**src/csfd_pkg.sv**
```systemverilog
`timescale 1ns / 1ps
// Package for the clap-switched fading dimmer: payload structs, register
// map, command codes, clap timing limits and reset values. No dependencies.
package csfd_pkg;

   localparam int TIME_BITS_DEFAULT = 32;

   // APB register map: register i lies at byte address 4*i.
   localparam int CSR_ADDR_BITS = 5;
   localparam int CSR_DATA_BITS = 32;

   localparam logic [2:0] REG_BRIGHTNESS_MAX = 3'd0;
   localparam logic [2:0] REG_FADE_STEP      = 3'd1;
   localparam logic [2:0] REG_FADE_PERIOD    = 3'd2;
   localparam logic [2:0] REG_SAMPLE_PERIOD  = 3'd3;
   localparam logic [2:0] REG_CLAP_ENABLE    = 3'd4;
   localparam logic [2:0] REG_MUSIC_MODE     = 3'd5;

   localparam logic [7:0]  BRIGHTNESS_MAX_RESET = 8'd128;
   localparam logic [7:0]  FADE_STEP_RESET      = 8'd5;
   localparam logic [15:0] FADE_PERIOD_RESET    = 16'd20;
   localparam logic [15:0] SAMPLE_PERIOD_RESET  = 16'd5;
   localparam logic        CLAP_ENABLE_RESET    = 1'b1;
   localparam logic        MUSIC_MODE_RESET     = 1'b0;

   // Light commands carried in the mode field.
   localparam logic [1:0] MODE_NONE   = 2'd0;
   localparam logic [1:0] MODE_ON     = 2'd1;
   localparam logic [1:0] MODE_OFF    = 2'd2;
   localparam logic [1:0] MODE_TOGGLE = 2'd3;

   // Clap pattern gap limits in milliseconds (all bounds exclusive).
   localparam int CLAP_GAP0_MIN = 1000;
   localparam int CLAP_GAP1_MIN = 400;
   localparam int CLAP_GAP1_MAX = 900;
   localparam int CLAP_GAP2_MIN = 50;
   localparam int CLAP_GAP2_MAX = 450;

   typedef struct packed {
      logic [1:0] mode;
      logic       peak_level;
      logic       front_closed;
   } req_type;

   typedef struct packed {
      logic [7:0] brightness;
      logic       light_on;
      logic       frame_update;
      logic       clap_match;
      logic       clap_toggled;
   } rsp_type;

   // Signed fade velocity for a switch on (up) or switch off.
   function automatic logic [8:0] fade_velocity(input logic up, input logic [7:0] step);
      logic [8:0] mag;
      mag = {1'b0, step};
      return up ? mag : 9'(~mag + 9'd1);
   endfunction

endpackage

```
**src/clap_switch_fading_dimmer.sv**
```systemverilog
`timescale 1ns / 1ps
// Clap-switched fading dimmer: one millisecond tick per request, one
// response per tick. Depends on csfd_pkg.
//
// Each request is one millisecond tick and yields exactly one response. The
// whole tick (counter, command, fade step and clap detection over the
// four-entry timestamp history) is evaluated combinationally from the state
// registers and written into the response register, which decouples the two
// channels: one tick is taken every clock cycle while the response register
// is empty or is being drained that cycle, and the response appears in the
// cycle after acceptance. The user must write registers over the APB-style
// port only while no tick is in flight; the block does not enforce this.
module clap_switch_fading_dimmer
   import csfd_pkg::*;
#(
   parameter int TIME_BITS = TIME_BITS_DEFAULT
) (
   input  logic                     clock,
   input  logic                     reset,
   input  logic                     req_valid,
   output logic                     req_ready,
   input  req_type                  req_data,
   output logic                     rsp_valid,
   input  logic                     rsp_ready,
   output rsp_type                  rsp_data,
   input  logic                     csr_psel,
   input  logic                     csr_penable,
   input  logic                     csr_pwrite,
   input  logic [CSR_ADDR_BITS-1:0] csr_paddr,
   input  logic [CSR_DATA_BITS-1:0] csr_pwdata,
   output logic [CSR_DATA_BITS-1:0] csr_prdata,
   output logic                     csr_pready
);

   logic [7:0]  brightness_max_ff;
   logic [7:0]  fade_step_ff;
   logic [15:0] fade_period_ff;
   logic [15:0] sample_period_ff;
   logic        clap_enable_ff;
   logic        music_mode_ff;

   logic [TIME_BITS-1:0] ms_count_ff, ms_count_in;
   logic [TIME_BITS-1:0] fade_mark_ff, fade_mark_in;
   logic [TIME_BITS-1:0] sample_mark_ff, sample_mark_in;
   logic [TIME_BITS-1:0] history_ff [4];
   logic [TIME_BITS-1:0] history_in [4];
   logic [8:0]  velocity_ff, velocity_in;
   logic [7:0]  level_ff, level_in;
   logic        is_on_ff, is_on_in;
   logic        last_peak_ff, last_peak_in;

   logic        rsp_valid_ff;
   rsp_type     rsp_ff, rsp_in;

   logic        req_fire;
   logic        csr_write;
   logic [2:0]  csr_index;

   logic [TIME_BITS-1:0] fade_elapsed, sample_elapsed;
   logic [TIME_BITS-1:0] gap0, gap1, gap2;
   logic        fade_tick, sample_tick, rising, pattern_ok, clap_toggle;
   logic        cmd_on;
   logic [8:0]  cmd_velocity;
   logic [9:0]  level_sum;
   logic [7:0]  fade_level;
   logic [8:0]  fade_vel;
   logic        vel_pos, vel_neg;

   assign req_ready = !rsp_valid_ff || rsp_ready;
   assign req_fire  = req_valid && req_ready;
   assign rsp_valid = rsp_valid_ff;
   assign rsp_data  = rsp_ff;

   // ---------------------------------------------------------------- CSRs
   assign csr_pready = 1'b1;
   assign csr_write  = csr_psel && csr_penable && csr_pwrite && csr_pready;
   assign csr_index  = csr_paddr[4:2];

   always_ff @(posedge clock) begin
      if (reset) begin
         brightness_max_ff <= BRIGHTNESS_MAX_RESET;
         fade_step_ff      <= FADE_STEP_RESET;
         fade_period_ff    <= FADE_PERIOD_RESET;
         sample_period_ff  <= SAMPLE_PERIOD_RESET;
         clap_enable_ff    <= CLAP_ENABLE_RESET;
         music_mode_ff     <= MUSIC_MODE_RESET;
      end else if (csr_write) begin
         unique case (csr_index)
            REG_BRIGHTNESS_MAX: brightness_max_ff <= csr_pwdata[7:0];
            REG_FADE_STEP:      fade_step_ff      <= csr_pwdata[7:0];
            REG_FADE_PERIOD:    fade_period_ff    <= csr_pwdata[15:0];
            REG_SAMPLE_PERIOD:  sample_period_ff  <= csr_pwdata[15:0];
            REG_CLAP_ENABLE:    clap_enable_ff    <= csr_pwdata[0];
            REG_MUSIC_MODE:     music_mode_ff     <= csr_pwdata[0];
            default: ;
         endcase
      end
   end

   always_comb begin
      unique case (csr_index)
         REG_BRIGHTNESS_MAX: csr_prdata = CSR_DATA_BITS'(brightness_max_ff);
         REG_FADE_STEP:      csr_prdata = CSR_DATA_BITS'(fade_step_ff);
         REG_FADE_PERIOD:    csr_prdata = CSR_DATA_BITS'(fade_period_ff);
         REG_SAMPLE_PERIOD:  csr_prdata = CSR_DATA_BITS'(sample_period_ff);
         REG_CLAP_ENABLE:    csr_prdata = CSR_DATA_BITS'(clap_enable_ff);
         REG_MUSIC_MODE:     csr_prdata = CSR_DATA_BITS'(music_mode_ff);
         default:            csr_prdata = '0;
      endcase
   end

   // ----------------------------------------------------------- tick logic
   always_comb begin
      ms_count_in = ms_count_ff + TIME_BITS'(1);

      // The command is applied before the fade step looks at the velocity.
      cmd_on       = 1'b0;
      cmd_velocity = velocity_ff;
      is_on_in     = is_on_ff;
      unique case (req_data.mode)
         MODE_ON:     begin cmd_on = 1'b1; is_on_in = 1'b1; end
         MODE_OFF:    begin cmd_on = 1'b0; is_on_in = 1'b0; end
         MODE_TOGGLE: begin cmd_on = !is_on_ff; is_on_in = !is_on_ff; end
         default:     ;
      endcase
      if (req_data.mode != MODE_NONE) begin
         cmd_velocity = fade_velocity(cmd_on, fade_step_ff);
      end

      // Fade step.
      fade_elapsed = ms_count_in - fade_mark_ff;
      fade_tick    = fade_elapsed > TIME_BITS'(fade_period_ff);
      vel_pos      = (cmd_velocity != '0) && !cmd_velocity[8];
      vel_neg      = cmd_velocity[8];
      level_sum    = {2'b00, level_ff} + {cmd_velocity[8], cmd_velocity};
      fade_level   = level_ff;
      fade_vel     = cmd_velocity;
      if (vel_pos) begin
         if (level_sum >= {2'b00, brightness_max_ff}) begin
            fade_level = brightness_max_ff;
            fade_vel   = '0;
         end else begin
            fade_level = level_sum[7:0];
         end
      end else if (vel_neg) begin
         if (level_sum[9] || level_sum == '0) begin
            fade_level = '0;
            fade_vel   = '0;
         end else begin
            fade_level = level_sum[7:0];
         end
      end else if (is_on_in) begin
         fade_level = brightness_max_ff;
      end
      level_in     = fade_tick ? fade_level : level_ff;
      velocity_in  = fade_tick ? fade_vel : cmd_velocity;
      fade_mark_in = fade_tick ? ms_count_in : fade_mark_ff;

      // Peak sampling and clap detection; gaps are taken over the shifted history.
      sample_elapsed = ms_count_in - sample_mark_ff;
      sample_tick    = sample_elapsed > TIME_BITS'(sample_period_ff);
      rising         = sample_tick && req_data.peak_level && !last_peak_ff;
      gap0 = history_ff[2] - history_ff[1];
      gap1 = history_ff[3] - history_ff[2];
      gap2 = ms_count_in - history_ff[3];
      pattern_ok = (gap0 > TIME_BITS'(CLAP_GAP0_MIN))
                && (gap1 > TIME_BITS'(CLAP_GAP1_MIN)) && (gap1 < TIME_BITS'(CLAP_GAP1_MAX))
                && (gap2 > TIME_BITS'(CLAP_GAP2_MIN)) && (gap2 < TIME_BITS'(CLAP_GAP2_MAX));
      clap_toggle = rising && pattern_ok && clap_enable_ff && !music_mode_ff
                 && req_data.front_closed;

      for (int i = 0; i < 4; i++) begin
         history_in[i] = history_ff[i];
      end
      if (rising) begin
         history_in[0] = history_ff[1];
         history_in[1] = history_ff[2];
         history_in[2] = history_ff[3];
         history_in[3] = ms_count_in;
      end
      last_peak_in   = sample_tick ? req_data.peak_level : last_peak_ff;
      sample_mark_in = sample_tick ? ms_count_in : sample_mark_ff;

      if (clap_toggle) begin
         velocity_in = fade_velocity(!is_on_in, fade_step_ff);
         is_on_in    = !is_on_in;
      end

      rsp_in.brightness   = level_in;
      rsp_in.light_on     = is_on_in;
      rsp_in.frame_update = fade_tick;
      rsp_in.clap_match   = rising && pattern_ok;
      rsp_in.clap_toggled = clap_toggle;
   end

   always_ff @(posedge clock) begin
      if (reset) begin
         ms_count_ff    <= '0;
         fade_mark_ff   <= '0;
         sample_mark_ff <= '0;
         velocity_ff    <= '0;
         level_ff       <= '0;
         is_on_ff       <= 1'b0;
         last_peak_ff   <= 1'b0;
         for (int i = 0; i < 4; i++) begin
            history_ff[i] <= '0;
         end
      end else if (req_fire) begin
         ms_count_ff    <= ms_count_in;
         fade_mark_ff   <= fade_mark_in;
         sample_mark_ff <= sample_mark_in;
         velocity_ff    <= velocity_in;
         level_ff       <= level_in;
         is_on_ff       <= is_on_in;
         last_peak_ff   <= last_peak_in;
         for (int i = 0; i < 4; i++) begin
            history_ff[i] <= history_in[i];
         end
      end
   end

   // Response register: filled on each accepted transaction, emptied when taken.
   always_ff @(posedge clock) begin
      if (reset) begin
         rsp_valid_ff <= 1'b0;
      end else if (req_fire) begin
         rsp_valid_ff <= 1'b1;
      end else if (rsp_ready) begin
         rsp_valid_ff <= 1'b0;
      end
   end

   always_ff @(posedge clock) begin
      if (req_fire) begin
         rsp_ff <= rsp_in;
      end
   end

   // ----------------------------------------------------------- assertions
   // A non-zero fade velocity always points the way the light was last switched.
   a_velocity_sign: assert property (@(posedge clock) disable iff (reset)
      (velocity_ff != '0) |-> (velocity_ff[8] == !is_on_ff))
      else $error("fade velocity sign disagrees with light state");

   a_toggle_needs_match: assert property (@(posedge clock) disable iff (reset)
      (rsp_valid_ff && rsp_ff.clap_toggled) |-> rsp_ff.clap_match)
      else $error("clap toggle without a pattern match");

   a_fire_fills_rsp: assert property (@(posedge clock) disable iff (reset)
      req_fire |=> rsp_valid_ff)
      else $error("accepted transaction produced no response");

   a_ms_advances: assert property (@(posedge clock) disable iff (reset)
      req_fire |=> (ms_count_ff == $past(ms_count_ff) + TIME_BITS'(1)))
      else $error("millisecond counter did not advance by one");

endmodule
```
**config.mk**
```make
export PLATFORM = sky130hd
export DESIGN_NAME = clap_switch_fading_dimmer
export DESIGN_NICKNAME = d
export VERILOG_FILES = /design/src/csfd_pkg.sv /design/src/clap_switch_fading_dimmer.sv
export SDC_FILE = /design/constraint.sdc
export NUM_CORES = 1
export LEC_CHECK = 0
export ABC_AREA = 1
export BUFFER_PORTS_ARGS = -buffer_cell sky130_fd_sc_hd__buf_2
export CORE_AREA = 2 2 322 324
export DETAILED_ROUTE_END_ITERATION = 8
export DIE_AREA = 0 0 324 326
export SLEW_MARGIN = 10
export SYNTH_ARGS = -nofsm -noshare
export SYNTH_HDL_FRONTEND = slang
export SYNTH_SLANG_ARGS = --single-unit
```
**constraint.sdc**
```tcl
create_clock -name clock -period 11.8 [get_ports clock]
set_input_delay 1.77 -clock clock [delete_from_list [all_inputs] [get_ports clock]]
set_output_delay 1.77 -clock clock [all_outputs]
set_load 0.05 [all_outputs]
```
==> flow_summary.html <==
<table>
<tr><th>Metric</th><th>Value</th></tr>
<tr><th colspan="2">Run status</th></tr>
<tr><td>Outcome</td><td>complete, no violations</td></tr>
<tr><th colspan="2">Timing</th></tr>
<tr><td>Final worst hold slack</td><td>approximately 0.45 ns</td></tr>
<tr><td>Remaining max-slew budget at the tightest pin</td><td>a little under a quarter</td></tr>
<tr><td>Clock tree skew after final layout</td><td>approximately 0.031 ns</td></tr>
<tr><td>Accumulated negative setup slack</td><td>0 ns</td></tr>
<tr><td>Min cycle time layout</td><td>slightly above 7 ns</td></tr>
<tr><td>Final setup vio count</td><td>0</td></tr>
<tr><td>Part of the cycle the worst path needs</td><td>between 60% and 70%</td></tr>
<tr><td>Maximum frequency from static timing analysis</td><td>0.140 GHz</td></tr>
<tr><td>Total count of hold-check failures in the final report</td><td>0</td></tr>
<tr><td>Slew at the pin closest to its max-slew limit</td><td>between 1 and 1.5 ns</td></tr>
<tr><td>Max Transition Viols Final</td><td>0</td></tr>
<tr><td>RSZ-0062 raised after global routing</td><td>false</td></tr>
<tr><th colspan="2">Critical path</th></tr>
<tr><td>Startpoint type of the worst setup path</td><td>flop</td></tr>
<tr><td>Crit path arrival time</td><td>7.31 ns</td></tr>
<tr><td>Critical-path maximum fanout</td><td>66</td></tr>
<tr><td>Worst Setup Path Type</td><td>reg2reg</td></tr>
<tr><td>CP max-delay cell</td><td>sky130_fd_sc_hd__buf_4</td></tr>
<tr><td>Worst reg2reg setup slack</td><td>4.67 ns</td></tr>
<tr><td>Most Frequent Cell on Critical Path</td><td>sky130_fd_sc_hd__nor2_1</td></tr>
<tr><td>Worst endpoint required time</td><td>around 12 ns</td></tr>
<tr><td>Largest stage delay on the critical path</td><td>about 0.71 ns</td></tr>
<tr><td>Endpoint kind of the worst setup timing path</td><td>flop</td></tr>
<tr><th colspan="2">Cells and area</th></tr>
<tr><td>Leading cell type in the layout, fill and taps excluded</td><td>sky130_fd_sc_hd__nand2_1</td></tr>
<tr><td>Filler Cells Inserted</td><td>about 12000</td></tr>
<tr><td>Post-route standard cell area excluding fillers</td><td>between 20000 and 30000 um^2</td></tr>
<tr><td>Syn-to-layout area delta</td><td>12.4%</td></tr>
<tr><td>Most used cells in the layout excluding fill and tap cells</td><td>sky130_fd_sc_hd__nand2_1 (1185), sky130_fd_sc_hd__inv_1 (802), sky130_fd_sc_hd__nor2_1 (447)</td></tr>
<tr><td>Final core utilization</td><td>between 20 and 30%</td></tr>
<tr><td>Share of post-route cells with drive strength above 1</td><td>under 10%</td></tr>
<tr><td>NumNets Final</td><td>between 4000 and 5000</td></tr>
<tr><td>Number of antenna diodes</td><td>0</td></tr>
<tr><th colspan="2">Logic synthesis</th></tr>
<tr><td>Async SR Flop Fraction</td><td>0%</td></tr>
<tr><td>Number of synthesized flops with an enable pin</td><td>about 110</td></tr>
<tr><td>Sequential share of the synthesized area</td><td>around a quarter</td></tr>
<tr><td>Basic-gate share of the synthesized area counting and, or, nand and nor cells</td><td>roughly a third</td></tr>
<tr><td>#FFs+latches synth</td><td>274</td></tr>
<tr><td>Largest family of logic cells by synthesized area</td><td>simple AND/OR/NAND/NOR gates</td></tr>
<tr><td>Post-Synth Adder-Cell Area</td><td>a little over a tenth</td></tr>
<tr><td>Yosys warns</td><td>0</td></tr>
<tr><td>Avg Synthesized Cell Area</td><td>between 6 and 7 um^2</td></tr>
<tr><td>Main flop type after synthesis</td><td>sky130_fd_sc_hd__dfxtp_1</td></tr>
<tr><td>Largest area contributor in the netlist</td><td>sky130_fd_sc_hd__nand2_1</td></tr>
<tr><td>Cells after synthesis</td><td>4150</td></tr>
<tr><td>Synth Area in XOR/XNOR</td><td>under 10%</td></tr>
<tr><td>Top cell type's share of synthesized area</td><td>between 15 and 20%</td></tr>
<tr><td>Cells taking the most area after synthesis</td><td>sky130_fd_sc_hd__nand2_1 (18%), sky130_fd_sc_hd__dfxtp_1 (13%), sky130_fd_sc_hd__edfxtp_1 (13%), sky130_fd_sc_hd__inv_1 (12%), sky130_fd_sc_hd__ha_1 (10%)</td></tr>
<tr><td>Post-Synthesis Cell Area</td><td>25400 um^2</td></tr>
<tr><td>Multiplexer area fraction after synthesis</td><td>0%</td></tr>
<tr><td>Number of distinct library cells after synthesis</td><td>48</td></tr>
<tr><td>Compound-gate portion of the synthesized area</td><td>13.5%</td></tr>
<tr><th colspan="2">Routing</th></tr>
<tr><td>Post-route DRC violation count</td><td>0</td></tr>
<tr><td>Drt wl/cell</td><td>around 15 um</td></tr>
<tr><td>Antenna violation net count after detailed routing</td><td>0</td></tr>
<tr><td>Sum of routed wire length over all layers</td><td>between 80 and 90 mm</td></tr>
<tr><td>1st-pass router iterations</td><td>6</td></tr>
<tr><td>Vias after detailed routing</td><td>between 20000 and 30000</td></tr>
<tr><td>Via/cell ratio</td><td>4.58</td></tr>
<tr><td>Number of DRC markers after the initial detailed-route iteration</td><td>about 1700</td></tr>
<tr><th colspan="2">Clocking</th></tr>
<tr><td>Source-to-sink clock delay at the later pin of the worst-skew pair</td><td>between 0.5 and 0.6 ns</td></tr>
<tr><td>Clock H-tree levels</td><td>2</td></tr>
<tr><td>Number of sinks driven by the clock tree</td><td>274</td></tr>
<tr><td>Post-CTS Resized</td><td>0</td></tr>
<tr><td>Root buffer cell</td><td>sky130_fd_sc_hd__clkbuf_16</td></tr>
<tr><td>Clock tree from TritonCTS</td><td>done</td></tr>
<tr><td>Postcts setup bufs</td><td>0</td></tr>
<tr><td>Clk buf depth</td><td>3</td></tr>
<tr><td>Post-CTS Hold Fix Bufs</td><td>0</td></tr>
<tr><td>Clk pin slew, worst setup/hold paths</td><td>0.06 ns</td></tr>
<tr><td>Number of buffers created by CTS</td><td>36</td></tr>
<tr><th colspan="2">Placed design</th></tr>
<tr><td>Number of buffers inserted by port buffering</td><td>roughly 60</td></tr>
<tr><td>Final estimated routing congestion in global placement</td><td>0.927</td></tr>
<tr><td>Detail Placement HPWL</td><td>about 67 mm</td></tr>
<tr><td>Cell area reported after detailed placement</td><td>27200 um^2</td></tr>
<tr><th colspan="2">Die</th></tr>
<tr><td>Row count</td><td>118</td></tr>
<tr><td>I/O Pins</td><td>95</td></tr>
<tr><td>Effective utilization at floorplan</td><td>between 20% and 30%</td></tr>
<tr><td>Vertical die dimension</td><td>326 um</td></tr>
<tr><td>Area of the core</td><td>about 100000 um^2</td></tr>
<tr><td>Die area</td><td>106000 um^2</td></tr>
<tr><td>Die Width</td><td>324 um</td></tr>
<tr><th colspan="2">GRT</th></tr>
<tr><td>Pin count of the biggest net entering global routing</td><td>69</td></tr>
<tr><td>Wire length of the first global-routing pass</td><td>around 130 mm</td></tr>
<tr><td>Overflow after GRT</td><td>0</td></tr>
<tr><td>Aggregate global-route resource usage</td><td>15.2%</td></tr>
<tr><td>Vias in the first global route</td><td>~24000</td></tr>
<tr><td>Number of antenna violations at the first check in global routing</td><td>0</td></tr>
<tr><th colspan="2">Job</th></tr>
<tr><td># Max-Cap Violations</td><td>0</td></tr>
<tr><th colspan="2">Power</th></tr>
<tr><td>Power per Cell Area</td><td>about 120 nW/um^2</td></tr>
<tr><td>Static leakage</td><td>14.6 nW</td></tr>
<tr><td>VDD IR-drop max</td><td>between 0.08 and 0.09 mV</td></tr>
<tr><td>Total Power</td><td>3.30 mW</td></tr>
<tr><th colspan="2">Worst hold path</th></tr>
<tr><td>Worst Hold Class</td><td>reg2reg</td></tr>
</table>
cells in the mapped netlist (all sizes together) (17+ instances only):
cell    number
xor2        70
nor2       454
xnor2       17
clkbuf      44
nand2     1189
nand3      245
a21oi      285
ha         205
edfxtp     108
o21bai      26
nand3b      22
dfxtp      166
o21ai      230
buf         32
nand4       71
inv        807
nor3        52
o22ai       33
cell families (layout without fill, tap and decap cells):
logic type               after synthesis  after routing
other                                  2             17
buffers and inverters                887            945
AND/OR/NAND/NOR                     2058           2058
flip-flops                           274            274
AO/OA/AOI/OAI                        631            631
XOR/XNOR                              87             87
adder cells (fa/ha/maj)              211            211
metal layers:
metal	global-route usage (%)	share of wire, %
met5	0	0
met4	4.57	3.0
met3	1.41	4.1
met2	25.2	45
met1	20.8	48
flip-flops by register name, indices dropped and copies added, names as in the netlist:
name / cells
fade_period_ff: 16
clap_enable_ff: 1
is_on_ff: 1
sample_period_ff: 16
rsp_data: 12
ms_count_ff: 32
rsp_valid: 1
fade_mark_ff: 32
velocity_ff: 9
sample_mark_ff: 32
fade_step_ff: 8
last_peak_ff: 1
level_ff: 8
music_mode_ff: 1
history_ff: 96
brightness_max_ff: 8
path summary, 6_finish.rpt:
kind,start,to,cells past startpoint
worst max-delay path,ms_count_ff[0],history_ff[0][32],29
worst min-delay path,last_peak_ff,last_peak_ff,2
worst min register to register,last_peak_ff,last_peak_ff,2
worst max register to register,ms_count_ff[0],history_ff[0][32],29
critical path: cells and delay by family (launching register included):
kind                       cells  cell delay, ns
buffers and inverters          5            1.57
DFF                            1            0.62
AOI/OAI and AO/OA              5            1.03
and+or+nand+nor               14            1.87
adders and majority gates      3            1.03
xor gates and xnor gates       2            0.53
power by group:
part | internal [mW] | switching (mW) | leakage [nW]
Sequential | 1.04 | 0.0286 | 2.47
Combinational | 0.292 | 0.672 | 11.5
Clock | 0.810 | 0.460 | 0.655
through the flow:
step	cells	setup slack, ns
floorplan	4165	0.418
global placement	5538	4.83
detailed placement	5538	4.73
CTS	5603	4.68
global route	5603	4.05
finish	5603	4.67
layout make-up:
class | count | area [um^2] | share of cell area (%)
multi-input combinational | 3004 | 15500 | 54.2
sequential | 274 | 6570 | 23.0
inverter | 811 | 3050 | 10.7
tap | 1380 | 1730 | 6.05
clock buffer | 45 | 1020 | 3.56
timing repair buffer | 69 | 370 | 1.30
clock inverter | 20 | 349 | 1.22
No activity file was read; power rests on OpenSTA's default activity.
